===== src/rtl/amd_pkg.sv =====
package amd_pkg;

   localparam int AccelWidth    = 17;
   localparam int DiffWidth     = AccelWidth + 1;
   localparam int CountWidth    = 13;
   localparam int ThreshWidth   = 11;
   localparam int FlagWidth     = 8;
   localparam int SelWidth      = 4;
   localparam int RangeWidth    = 2;
   localparam int AxisCount     = 3;
   localparam int CsrIndexWidth = 3;
   localparam int CsrDataWidth  = 13;

   // smallest full scale (2 g) in counts
   localparam int BaseLimit = 4096;

   localparam logic [CsrIndexWidth-1:0] CSR_MOTION_ENABLE = 3'd0;
   localparam logic [CsrIndexWidth-1:0] CSR_AXIS_ENABLE   = 3'd1;
   localparam logic [CsrIndexWidth-1:0] CSR_DURATION      = 3'd2;
   localparam logic [CsrIndexWidth-1:0] CSR_THRESHOLD     = 3'd3;
   localparam logic [CsrIndexWidth-1:0] CSR_OUTPUT_SELECT = 3'd4;
   localparam logic [CsrIndexWidth-1:0] CSR_ACCEL_RANGE   = 3'd5;

   localparam logic                   MOTION_ENABLE_RESET = 1'b0;
   localparam logic [AxisCount-1:0]   AXIS_ENABLE_RESET   = 3'b111;
   localparam logic [CountWidth-1:0]  DURATION_RESET      = 13'd5;
   localparam logic [ThreshWidth-1:0] THRESHOLD_RESET     = 11'd170;
   localparam logic [SelWidth-1:0]    OUTPUT_SELECT_RESET = 4'd7;
   localparam logic [RangeWidth-1:0]  ACCEL_RANGE_RESET   = 2'd2;

   localparam logic CMD_EVALUATE = 1'b0;
   localparam logic CMD_REARM    = 1'b1;

   typedef struct packed {
      logic [ThreshWidth-1:0] threshold;
      logic [RangeWidth-1:0]  accel_range;
   } amd_axis_cfg_type;

endpackage


===== src/rtl/amd_axis.sv =====
module amd_axis (
   input  amd_pkg::amd_axis_cfg_type               cfg,
   input  logic signed [amd_pkg::AccelWidth-1:0]   sample,
   input  logic signed [amd_pkg::AccelWidth-1:0]   reference,
   output logic signed [amd_pkg::AccelWidth-1:0]   clamped,
   output logic                                    exceeds
);
   import amd_pkg::*;

   logic signed [DiffWidth-1:0] limit;
   logic signed [DiffWidth-1:0] sample_ext;
   logic signed [DiffWidth-1:0] clamped_ext;
   logic signed [DiffWidth-1:0] diff;
   logic        [DiffWidth-1:0] magnitude;

   always_comb begin
      limit      = DiffWidth'(BaseLimit) << cfg.accel_range;
      sample_ext = DiffWidth'(sample);
      if (sample_ext > limit) begin
         clamped_ext = limit;
      end else if (sample_ext < -limit) begin
         clamped_ext = -limit;
      end else begin
         clamped_ext = sample_ext;
      end
      // full scale is at most 16 g, so the clamped value fits the sample width
      clamped   = clamped_ext[AccelWidth-1:0];
      diff      = clamped_ext - DiffWidth'(reference);
      magnitude = diff[DiffWidth-1] ? DiffWidth'(-diff) : DiffWidth'(diff);
      exceeds   = magnitude > DiffWidth'(cfg.threshold);
   end

endmodule


===== src/rtl/any_motion_detector.sv =====
// Any-motion slope detector. Each request carries a command and a three-axis
// sample in 1/2048 g; every request gives exactly one response. A request is
// taken into an input register, and from there the clamp, the slope compare
// against the stored reference and the duration counter update run in one
// pass into the response register; while the response is not stalled, one
// request can be accepted every cycle. Configuration is written through the
// csr_ port, which is always ready; it should be written only while no
// request is in flight.
module any_motion_detector (
   input  logic                                  clock,
   input  logic                                  reset,

   input  logic                                  req_valid,
   output logic                                  req_stall,
   input  logic                                  req_cmd,
   input  logic signed [amd_pkg::AccelWidth-1:0] req_accel_x,
   input  logic signed [amd_pkg::AccelWidth-1:0] req_accel_y,
   input  logic signed [amd_pkg::AccelWidth-1:0] req_accel_z,

   output logic                                  rsp_valid,
   input  logic                                  rsp_stall,
   output logic [amd_pkg::FlagWidth-1:0]         rsp_motion_flags,
   output logic                                  rsp_detected,

   input  logic                                  csr_valid,
   output logic                                  csr_ready,
   input  logic [amd_pkg::CsrIndexWidth-1:0]     csr_index,
   input  logic [amd_pkg::CsrDataWidth-1:0]      csr_data
);
   import amd_pkg::*;

   // configuration
   logic                   motion_enable_ff;
   logic [AxisCount-1:0]   axis_enable_ff;
   logic [CountWidth-1:0]  duration_ff;
   logic [ThreshWidth-1:0] threshold_ff;
   logic [SelWidth-1:0]    output_select_ff;
   logic [RangeWidth-1:0]  accel_range_ff;

   // input register
   logic                          in_valid_ff;
   logic                          in_cmd_ff;
   logic signed [AccelWidth-1:0]  in_sample_ff [AxisCount];

   // detector state
   logic signed [AccelWidth-1:0]  ref_ff [AxisCount];
   logic signed [AccelWidth-1:0]  ref_in [AxisCount];
   logic [CountWidth-1:0]         count_ff;
   logic [CountWidth-1:0]         count_in;

   // response register
   logic                  rsp_valid_ff;
   logic [FlagWidth-1:0]  rsp_flags_ff;
   logic [FlagWidth-1:0]  rsp_flags_in;
   logic                  rsp_detected_ff;
   logic                  rsp_detected_in;

   amd_axis_cfg_type             axis_cfg;
   logic signed [AccelWidth-1:0] clamped [AxisCount];
   logic [AxisCount-1:0]         exceeds;
   logic                         advance;
   logic                         execute;
   logic                         trigger;
   logic [CountWidth-1:0]        target;
   logic [CountWidth:0]          count_plus;
   logic [SelWidth-1:0]          sel_minus;
   logic [FlagWidth-1:0]         flag_onehot;

   assign axis_cfg.threshold   = threshold_ff;
   assign axis_cfg.accel_range = accel_range_ff;

   for (genvar a = 0; a < AxisCount; a++) begin : g_axis
      amd_axis u_axis (
         .cfg       (axis_cfg),
         .sample    (in_sample_ff[a]),
         .reference (ref_ff[a]),
         .clamped   (clamped[a]),
         .exceeds   (exceeds[a])
      );
   end

   assign advance   = !rsp_valid_ff || !rsp_stall;
   assign execute   = in_valid_ff && advance;
   assign req_stall = in_valid_ff && !advance;
   assign csr_ready = 1'b1;

   assign rsp_valid        = rsp_valid_ff;
   assign rsp_motion_flags = rsp_flags_ff;
   assign rsp_detected     = rsp_detected_ff;

   always_comb begin
      trigger     = |(axis_enable_ff & exceeds);
      target      = (duration_ff == '0) ? CountWidth'(1) : duration_ff;
      count_plus  = {1'b0, count_ff} + (CountWidth + 1)'(1);
      sel_minus   = output_select_ff - SelWidth'(1);
      flag_onehot = ((output_select_ff != '0) && (output_select_ff <= SelWidth'(FlagWidth)))
                    ? (FlagWidth'(1) << sel_minus[2:0]) : '0;

      ref_in          = ref_ff;
      count_in        = count_ff;
      rsp_flags_in    = '0;
      rsp_detected_in = 1'b0;

      if (in_cmd_ff == CMD_REARM) begin
         ref_in   = clamped;
         count_in = '0;
      end else if (motion_enable_ff) begin
         if (!trigger) begin
            count_in = '0;
         end else if (count_plus >= {1'b0, target}) begin
            count_in        = target;
            rsp_detected_in = 1'b1;
            rsp_flags_in    = flag_onehot;
            ref_in          = clamped;
         end else begin
            count_in = count_plus[CountWidth-1:0];
         end
      end
   end

   always_ff @(posedge clock) begin
      if (reset) begin
         motion_enable_ff <= MOTION_ENABLE_RESET;
         axis_enable_ff   <= AXIS_ENABLE_RESET;
         duration_ff      <= DURATION_RESET;
         threshold_ff     <= THRESHOLD_RESET;
         output_select_ff <= OUTPUT_SELECT_RESET;
         accel_range_ff   <= ACCEL_RANGE_RESET;
      end else if (csr_valid && csr_ready) begin
         case (csr_index)
            CSR_MOTION_ENABLE: motion_enable_ff <= csr_data[0];
            CSR_AXIS_ENABLE:   axis_enable_ff   <= csr_data[AxisCount-1:0];
            CSR_DURATION:      duration_ff      <= csr_data[CountWidth-1:0];
            CSR_THRESHOLD:     threshold_ff     <= csr_data[ThreshWidth-1:0];
            CSR_OUTPUT_SELECT: output_select_ff <= csr_data[SelWidth-1:0];
            CSR_ACCEL_RANGE:   accel_range_ff   <= csr_data[RangeWidth-1:0];
            default: ;
         endcase
      end
   end

   always_ff @(posedge clock) begin
      if (reset) begin
         in_valid_ff <= 1'b0;
      end else if (!req_stall) begin
         in_valid_ff <= req_valid;
      end
   end

   always_ff @(posedge clock) begin
      if (req_valid && !req_stall) begin
         in_cmd_ff       <= req_cmd;
         in_sample_ff[0] <= req_accel_x;
         in_sample_ff[1] <= req_accel_y;
         in_sample_ff[2] <= req_accel_z;
      end
   end

   always_ff @(posedge clock) begin
      if (reset) begin
         for (int a = 0; a < AxisCount; a++) begin
            ref_ff[a] <= '0;
         end
         count_ff <= '0;
      end else if (execute) begin
         ref_ff   <= ref_in;
         count_ff <= count_in;
      end
   end

   always_ff @(posedge clock) begin
      if (reset) begin
         rsp_valid_ff <= 1'b0;
      end else if (advance) begin
         rsp_valid_ff <= in_valid_ff;
      end
   end

   always_ff @(posedge clock) begin
      if (execute) begin
         rsp_flags_ff    <= rsp_flags_in;
         rsp_detected_ff <= rsp_detected_in;
      end
   end

   // a detection always leaves a nonzero count behind
   assert property (@(posedge clock) disable iff (reset)
      (rsp_valid_ff && rsp_detected_ff) |-> (count_ff != '0))
      else $error("detection without a saturated count");

   // a flag is only raised together with detection
   assert property (@(posedge clock) disable iff (reset)
      (rsp_valid_ff && (rsp_flags_ff != '0)) |-> (rsp_detected_ff && $onehot(rsp_flags_ff)))
      else $error("flag raised without detection or not one-hot");

   // a request held in the input register is not lost while the response stalls
   assert property (@(posedge clock) disable iff (reset)
      (in_valid_ff && !advance) |=> (in_valid_ff && $stable(in_cmd_ff)))
      else $error("stalled request dropped");

   // state moves only when a request is executed
   assert property (@(posedge clock) disable iff (reset)
      !execute |=> $stable(count_ff))
      else $error("count changed without a request");

endmodule

===== config.mk =====
export PLATFORM = sky130hd
export DESIGN_NAME = any_motion_detector
export DESIGN_NICKNAME = d
export VERILOG_FILES = /design/src/rtl/amd_pkg.sv /design/src/rtl/amd_axis.sv /design/src/rtl/any_motion_detector.sv
export SDC_FILE = /design/constraint.sdc
export NUM_CORES = 1
export LEC_CHECK = 0
export ABC_AREA = 1
export BUFFER_PORTS_ARGS = -buffer_cell sky130_fd_sc_hd__buf_2
export CORE_MARGIN = 1
export CORE_UTILIZATION = 43
export DETAILED_ROUTE_END_ITERATION = 10
export HOLD_SLACK_MARGIN = 0.1
export PLACE_DENSITY_LB_ADDON = 0.2
export SETUP_SLACK_MARGIN = 0.02
export SLEW_MARGIN = 10
export SYNTH_ARGS = -nofsm -noshare
export SYNTH_HDL_FRONTEND = slang
export SYNTH_SLANG_ARGS = --single-unit
export TNS_END_PERCENT = 30

===== constraint.sdc =====
create_clock -name clock -period 5.9 [get_ports clock]
set_input_delay 1.475 -clock clock [delete_from_list [all_inputs] [get_ports clock]]
set_output_delay 1.475 -clock clock [all_outputs]
set_load 0.1 [all_outputs]

==> results of run 1 <==
-- registers in the layout, indices dropped and copies added (netlist names) --
signal	cells
duration_ff	13
rsp_detected	1
accel_range_ff	2
in_valid_ff	1
count_ff	13
in_sample_ff	51
rsp_valid	1
rsp_motion_flags	8
ref_ff	51
axis_enable_ff	3
threshold_ff	11
motion_enable_ff	1
in_cmd_ff	1
output_select_ff	4
-- worst register-to-register path, delay by kind of cell (launching register included) --
kind                     cells  cell delay, ns
XOR/XNOR                     1            0.13
AND/OR/NAND/NOR             30            2.70
AO/OA/AOI/OAI                5            0.62
buffers and inverters       11            1.21
adder cells (fa/ha/maj)      3            0.88
flip-flops                   1            0.42
-- worst max path at each step --
| stage | startpoint | end | slack [ns] | depth (start not counted) |
|---|---|---|---|---|
| 6_report | accel_range_ff[1] | ref_ff[39] | -0.14 | 50 |
| 5_1_grt | accel_range_ff[0] | ref_ff[35] | -0.63 | 48 |
| 4_1_cts | accel_range_ff[0] | ref_ff[47] | -0.02 | 49 |
| 3_5_place_dp | accel_range_ff[1] | ref_ff[48] | -0.59 | 48 |
| 3_3_place_gp | accel_range_ff[1] | ref_ff[48] | -0.41 | 47 |
| 2_1_floorplan | accel_range_ff[1] | ref_ff[50] | 0.06 | 51 |
-- stage by stage --
stage / setup slack, ns / util (%) / TNS (ns) / instances
final: -0.140 / 57.8 / -3.92 / 2936
after global routing: -0.635 / 57.8 / -41.32 / 2936
after CTS: -0.0159 / 56.4 / -0.0931 / 2924
after detailed placement: -0.587 / 50.5 / -34.75 / 2841
after global placement: -0.409 / 50.5 / -22.25 / 2841
after floorplan: 0.0581 / - / 0 / 2208
-- area by class of cell --
class	count	area [µm²]	area share (%)
Multi-Input combinational cell	1595	9290	50.8
Sequential cell	161	3840	21.0
Timing Repair Buffer	331	2520	13.8
Inverter	414	1580	8.62
Tap cell	402	503	2.75
Clock buffer	17	425	2.33
Clock inverter	15	123	0.670
Timing Repair inverter	1	16.3	0.0889
-- cells in the final DEF (no fill, tap or decap), drive strengths merged, types with 4 or more instances in the layout --
cell and count:
nand2 658, inv 421, buf 330, nor2 295
nand3 151, ha 123, a21oi 113, dfxtp 100
o21ai 76, edfxtp 61, nand4 37, xor2 31
nor3 24, clkbuf 18, nand3b 16, o211ai 11
and2 8, o21a 8, xnor2 8, clkinv 8
o21bai 7, nor4 7, conb 4
-- report_power, final --
group	internal, mW	leakage (nW)	switching [mW]
clock	0.551	0.271	0.520
combinational	1.21	7.78	1.68
sequential	1.21	1.41	0.0334
-- repair_timing --
action | CTS | global route
pin swaps | 59 | 30
cloned | 7 | 1
setup endpoints to repair | 73 | 73
gates resized for setup | 198 | 89
setup buffers | 44 | 14
-- logic make-up (layout without fill, tap and decap cells) --
kind of cell / Yosys count / after routing / share of synthesized area, %
buffers and inverters: 452 / 778 / 12.8
and+or+nand+nor: 1199 / 1199 / 36.4
other: 2 / 4 / 0.0543
adders and majority gates: 126 / 126 / 11.6
xor gates and xnor gates: 39 / 39 / 2.47
AOI/OAI and AO/OA: 227 / 227 / 8.94
DFF: 161 / 161 / 27.7
-- routing by layer --
metal	vias up	track usage (%)
li1	7585	-
met1	6500	31.3
met2	344	41.8
met3	66	3.49
met4	0	7.63
met5	-	0
==> run_results.csv, run 1 <==
group,metric,value,unit
route,drt-pass1-iter-count,5,
grt,grt_remaining_overflow,0,
setup_path,critical_path.reg2reg.startpoint,"accel_range_ff[1]",
min_path,hold_sp,"axis_enable_ff[1]",
placed_design,placed_cell_areas,16000,µm²
power,ir_worst_vdd,0.000273,V
setup_path,critical_path.max_stage_delay,0.42,ns
power,total_power,5.21,mW
setup_path,worst_ep_arrival_time,6.39,ns
synthesis,synth_seq_area_share,27.7,%
synthesis,synth_area_per_cell,6.27,µm²
setup_path,setup.reg_to_reg.worst_slack,-0.14,ns
cts,clkSlewWorstSetupHoldPaths,0.07,ns
synthesis,synth-edff-count,61,
grt,first_global_vias,13480,
timing,tightest_slew,0.999,ns
floorplan,initial_utilization,43.7,%
finish,final_design_area_no_fill,18300,µm²
min_path,hold-path-endpoint,"axis_enable_ff[1]",
cts,worst_skew_pair_latency,0.46,ns
cts,total_of_hold_buffers_inserted_after_clock_tree_synthesis,0,
cts,htree_levels,4,
grt,global_route_total_usage_across_every_layer,24.3,%
synthesis,postSynthRegisterBits,161,
grt,antenna_found_initial,1,
synthesis,yosys.area.top_type_share,17.1,%
setup_path,reg2reg_to,"ref_ff[39]",
cts,clk_path_buf_depth,2,
cts,cts_inserted_buffers,17,
timing,clock_skew,0.0184,ns
floorplan,fp.coreArea,31600,µm²
timing,finalWorstSetupSlack,-0.140,ns
synthesis,synthDistinctLibCells,48,
route,via_per_inst,4.94,
finish,area.growth.synth_to_final,32.2,%
synthesis,synthCells,2206,
timing,maxClockFrequency,0.166,GHz
synthesis,post_synth_main_area_contributors,"nand2_1 (17%), dfxtp_1 (14%), edfxtp_1 (13%)",
timing,post-route-min-period,6.04,ns
finish,antenna_cells_inserted,0,
setup_path,worst-endpoint-required,6.25,ns
grt,grt_first_pass_wirelength,64.3,mm
synthesis,ys.warnings.count,0,
synthesis,leading_cell_type_by_number_of_instances_after_synthesis,"nand2_1",
floorplan,boundaryPins,85,
finish,fillCellCount,2903,
placed_design,portBuffers,83,
power,p_leak,9.46,nW
route,drtIter0Drc,940,
floorplan,rows,65,
outcome,outcome,"complete, but fails checks",
route,route.final.wire_length,39.3,mm
setup_path,worst-r2r-cell-count,50,
route,detail-route-antenna-nets,0,
run,max_cap_viol_count,0,
synthesis,synthTopCellsByCount,"nand2_1 (630), inv_1 (397), nor2_1 (288)",
setup_path,worstSetupStartpointType,"flop",
route,met3RoutedLength,1.84,mm
finish,share_of_final_layout_standard_cells_stronger_than_drive_strength_1,24.0,%
timing,finalHoldViolCount,0,
floorplan,die_width,181,µm
placed_design,dp_hpwl,29.4,mm
route,topRoutingLayerUsed,"met4",
setup_path,buffers_and_inverters_on_the_worst_path,11,
outcome,failed_checks,"setup timing",
min_path,hold_path_class,"reg2reg",
setup_path,critical-path-top-delay-family,"simple AND/OR/NAND/NOR gates",
route,routed-via-count,14495,
finish,fin_nets,2720,
cts,cts_root_buf,"clkbuf_16",
cts,clock-sinks,161,
min_path,hold_path_depth,2,
timing,slew_viol_final,0,
cts,clock_tree_from_tritoncts,"done",
synthesis,most_used_flip_flop_cell_after_synthesis,"dfxtp_1",
synthesis,netlist.top_cell.by_area,"nand2_1",
setup_path,worst_setup_path_end_kind,"flop",
timing,grt_setup_unrepaired,"yes",
setup_path,critical-path-slowest-cell,"dfxtp_4",
power,powerDensity,285,nW/µm²
placed_design,globalplace.congestion,0.913,
timing,period_share,102,%
floorplan,die_height,181,µm
timing,report.final.setup_viol,63,
floorplan,fp.dieArea,32900,µm²
setup_path,maximum_fanout_count_along_the_critical_path,7,
synthesis,post_synthesis_async_set_or_reset_flop_share,0,%
grt,largest_net_degree_at_the_start_of_global_routing,57,
synthesis,synth_area,13800,µm²
timing,hold_slack,0.468,ns
route,route.detailed.drc,0,
route,wl_per_cell,13.4,µm
route,met2WireLength,18.5,mm
setup_path,worst-setup-path-type,"reg2reg",
route,met1Wirelength,18.0,mm
timing,relSlewSlack,33.3,%
setup_path,cp_common_cell,"nand2_1",
(Power assumes the default switching activity.)
==> run 2: changes to the inputs <==
--- a/config.mk
+++ b/config.mk
@@ -11,10 +11,9 @@
 export CORE_UTILIZATION = 43
 export DETAILED_ROUTE_END_ITERATION = 10
 export HOLD_SLACK_MARGIN = 0.1
-export PLACE_DENSITY_LB_ADDON = 0.2
+export PLACE_DENSITY_LB_ADDON = 0.1
 export SETUP_SLACK_MARGIN = 0.02
 export SLEW_MARGIN = 10
 export SYNTH_ARGS = -nofsm -noshare
 export SYNTH_HDL_FRONTEND = slang
 export SYNTH_SLANG_ARGS = --single-unit
-export TNS_END_PERCENT = 30
==> constraint.sdc (replaced) <==
create_clock -name clock -period 5.9 [get_ports clock]
set_input_delay 1.475 -clock clock [delete_from_list [all_inputs] [get_ports clock]]
set_output_delay 1.475 -clock clock [all_outputs]
set_load 0.02 [all_outputs]
==> run_results.csv, run 2 (synthesized netlist as in run 1, its figures left out) <==
group,metric,value,unit
finish,fillCellCount,3035,
setup_path,worst-setup-path-type,"reg2reg",
setup_path,worst_ep_arrival_time,6.49,ns
floorplan,rows,65,
route,routed-via-count,14516,
grt,grt.met2_usage,43.1,%
placed_design,post-place-ws,-0.664,ns
setup_path,setup.reg_to_reg.worst_slack,-0.20,ns
outcome,failed_checks,"setup timing",
power,ir_worst_vdd,0.000246,V
outcome,outcome,"complete, but fails checks",
timing,finalHoldViolCount,0,
grt,global_route_total_usage_across_every_layer,24.8,%
timing,finalWorstSetupSlack,-0.198,ns
floorplan,die_height,181,µm
placed_design,globalplace.congestion,0.895,
setup_path,worstSetupStartpointType,"flop",
setup_path,critical-path-top-delay-family,"simple AND/OR/NAND/NOR gates",
timing,relSlewSlack,29.4,%
finish,area.growth.synth_to_final,36.1,%
setup_path,critical-path-slowest-cell,"fa_2",
placed_design,dp_hpwl,30.5,mm
setup_path,worst_setup_path_end_kind,"flop",
finish,share_of_final_layout_standard_cells_stronger_than_drive_strength_1,27.2,%
cts,cts_inserted_buffers,17,
cts,clk_path_buf_depth,2,
route,detail-route-antenna-nets,0,
setup_path,buffers_and_inverters_on_the_worst_path,14,
finish,fin_nets,2750,
setup_path,worst-endpoint-required,6.29,ns
cts,total_of_hold_buffers_inserted_after_clock_tree_synthesis,0,
setup_path,critical_path.max_stage_delay,0.44,ns
grt,grt_first_pass_wirelength,65.5,mm
min_path,hold_path_class,"reg2reg",
grt,antenna_found_initial,0,
grt,use_met1,31.6,%
setup_path,critical_path.reg2reg.startpoint,"accel_range_ff[0]",
grt,grt_remaining_overflow,0,
finish,final_util,59.5,%
route,drtIter0Drc,772,
setup_path,reg2reg_to,"ref_ff[9]",
setup_path,worst-r2r-cell-count,52,
route,via_per_inst,4.89,
route,route.final.wire_length,40.6,mm
timing,clock_skew,0.0114,ns
finish,antenna_cells_inserted,0,
cts,worst_skew_pair_latency,0.46,ns
placed_design,portBuffers,83,
cts,clkSlewWorstSetupHoldPaths,0.07,ns
timing,maxClockFrequency,0.164,GHz
grt,gr-max-usage-layer,"met2",
min_path,hold_path_depth,2,
floorplan,fp.coreArea,31600,µm²
route,drt-pass1-iter-count,5,
setup_path,cp_common_cell,"nand2_1",
floorplan,initial_utilization,43.7,%
run,max_cap_viol_count,0,
route,route.detailed.drc,0,
cts,clock-sinks,161,
grt,largest_net_degree_at_the_start_of_global_routing,60,
cts,clock_tree_from_tritoncts,"done",
grt,use_met3,2.87,%
grt,first_global_vias,13630,
finish,layout_top_registers,"in_sample_ff: 51 flops, ref_ff: 51 flops",
timing,slew_viol_final,0,
setup_path,maximum_fanout_count_along_the_critical_path,6,
finish,most-common-layout-cells,"nand2_1 (553), inv_1 (378), buf_4 (244)",
cts,htree_levels,4,
floorplan,die_width,181,µm
floorplan,boundaryPins,85,
timing,grt_setup_unrepaired,"yes",
timing,tightest_slew,1.06,ns
min_path,hold_sp,"axis_enable_ff[1]",
timing,report.final.setup_viol,67,
power,p_leak,9.65,nW
route,wl_per_cell,13.7,µm
floorplan,fp.dieArea,32900,µm²
timing,post-route-min-period,6.10,ns
cts,cts_root_buf,"clkbuf_16",
timing,fin_setup_tns,-7.80,ns
timing,hold_slack,0.464,ns
finish,layout.cells.most_common,"nand2_1",
power,powerDensity,288,nW/µm²
timing,period_share,103,%
min_path,hold-path-endpoint,"axis_enable_ff[1]",
==> run 2: cell types whose count changed in the layout (fill, tap and decap cells not counted), sizes merged <==
| cell | previous run | this run |
|---|---|---|
| clkinvlp | 1 | 4 |
| bufinv | 0 | 2 |
| clkbuf | 18 | 20 |
| nand2 | 658 | 659 |
| inv | 421 | 417 |
| buf | 330 | 358 |
| clkinv | 8 | 6 |
==> run 2: through the flow <==
step           power (mW)  cells  cell area [µm²]
2_1_floorplan        2.96   2208            13800
3_3_place_gp         3.77   2877            16200
3_5_place_dp         3.82   2877            16200
4_1_cts              5.24   2948            18100
5_1_grt              5.87   2966            18800
6_report             5.43   2966            18800
==> run 2: where the power goes <==
group          switching, mW  internal [mW]  total [mW]
combinational           1.72           1.33        3.05
clock                  0.510          0.629        1.14
sequential            0.0292           1.21        1.24
total                   2.26           3.17        5.43
==> run 2: final cells by class <==
| class | count | area (µm²) | area share (%) |
|---|---|---|---|
| clock buffer | 18 | 429 | 2.28 |
| clock inverter | 14 | 154 | 0.817 |
| inverter | 414 | 1590 | 8.42 |
| multi-input combinational | 1596 | 9560 | 50.7 |
| sequential | 161 | 3840 | 20.4 |
| tap | 402 | 503 | 2.67 |
| timing repair buffer | 360 | 2750 | 14.6 |
| timing repair inverter | 1 | 11.3 | 0.0598 |
==> run 2: worst max path at each step <==
stage | from | to | cells after the start
after floorplan | accel_range_ff[1] | ref_ff[50] | 51
after global placement | accel_range_ff[0] | ref_ff[29] | 50
after detailed placement | accel_range_ff[1] | ref_ff[27] | 48
after CTS | accel_range_ff[1] | ref_ff[35] | 54
after global routing | accel_range_ff[1] | ref_ff[7] | 53
final | accel_range_ff[0] | ref_ff[9] | 52
==> run 2: tightest hold or removal path: stages, from the launching register on <==
cell and delay (ns):
dfxtp_1 0.33, nand2_1 0.05, nand3_1 0.05
==> run 2: what timing repair did <==
item,in CTS,in global routing
pin swaps,49,104
setup endpoints to repair,73,73
resized for setup,210,169
cloned,7,2
setup buffers,32,22
==> run 2: routing by layer <==
| layer | routed length (µm) | share of wire, % |
|---|---|---|
| met5 | 0 | 0 |
| met4 | 994 | 2.5 |
| met3 | 1250 | 3.1 |
| met2 | 19700 | 49 |
| met1 | 18600 | 46 |
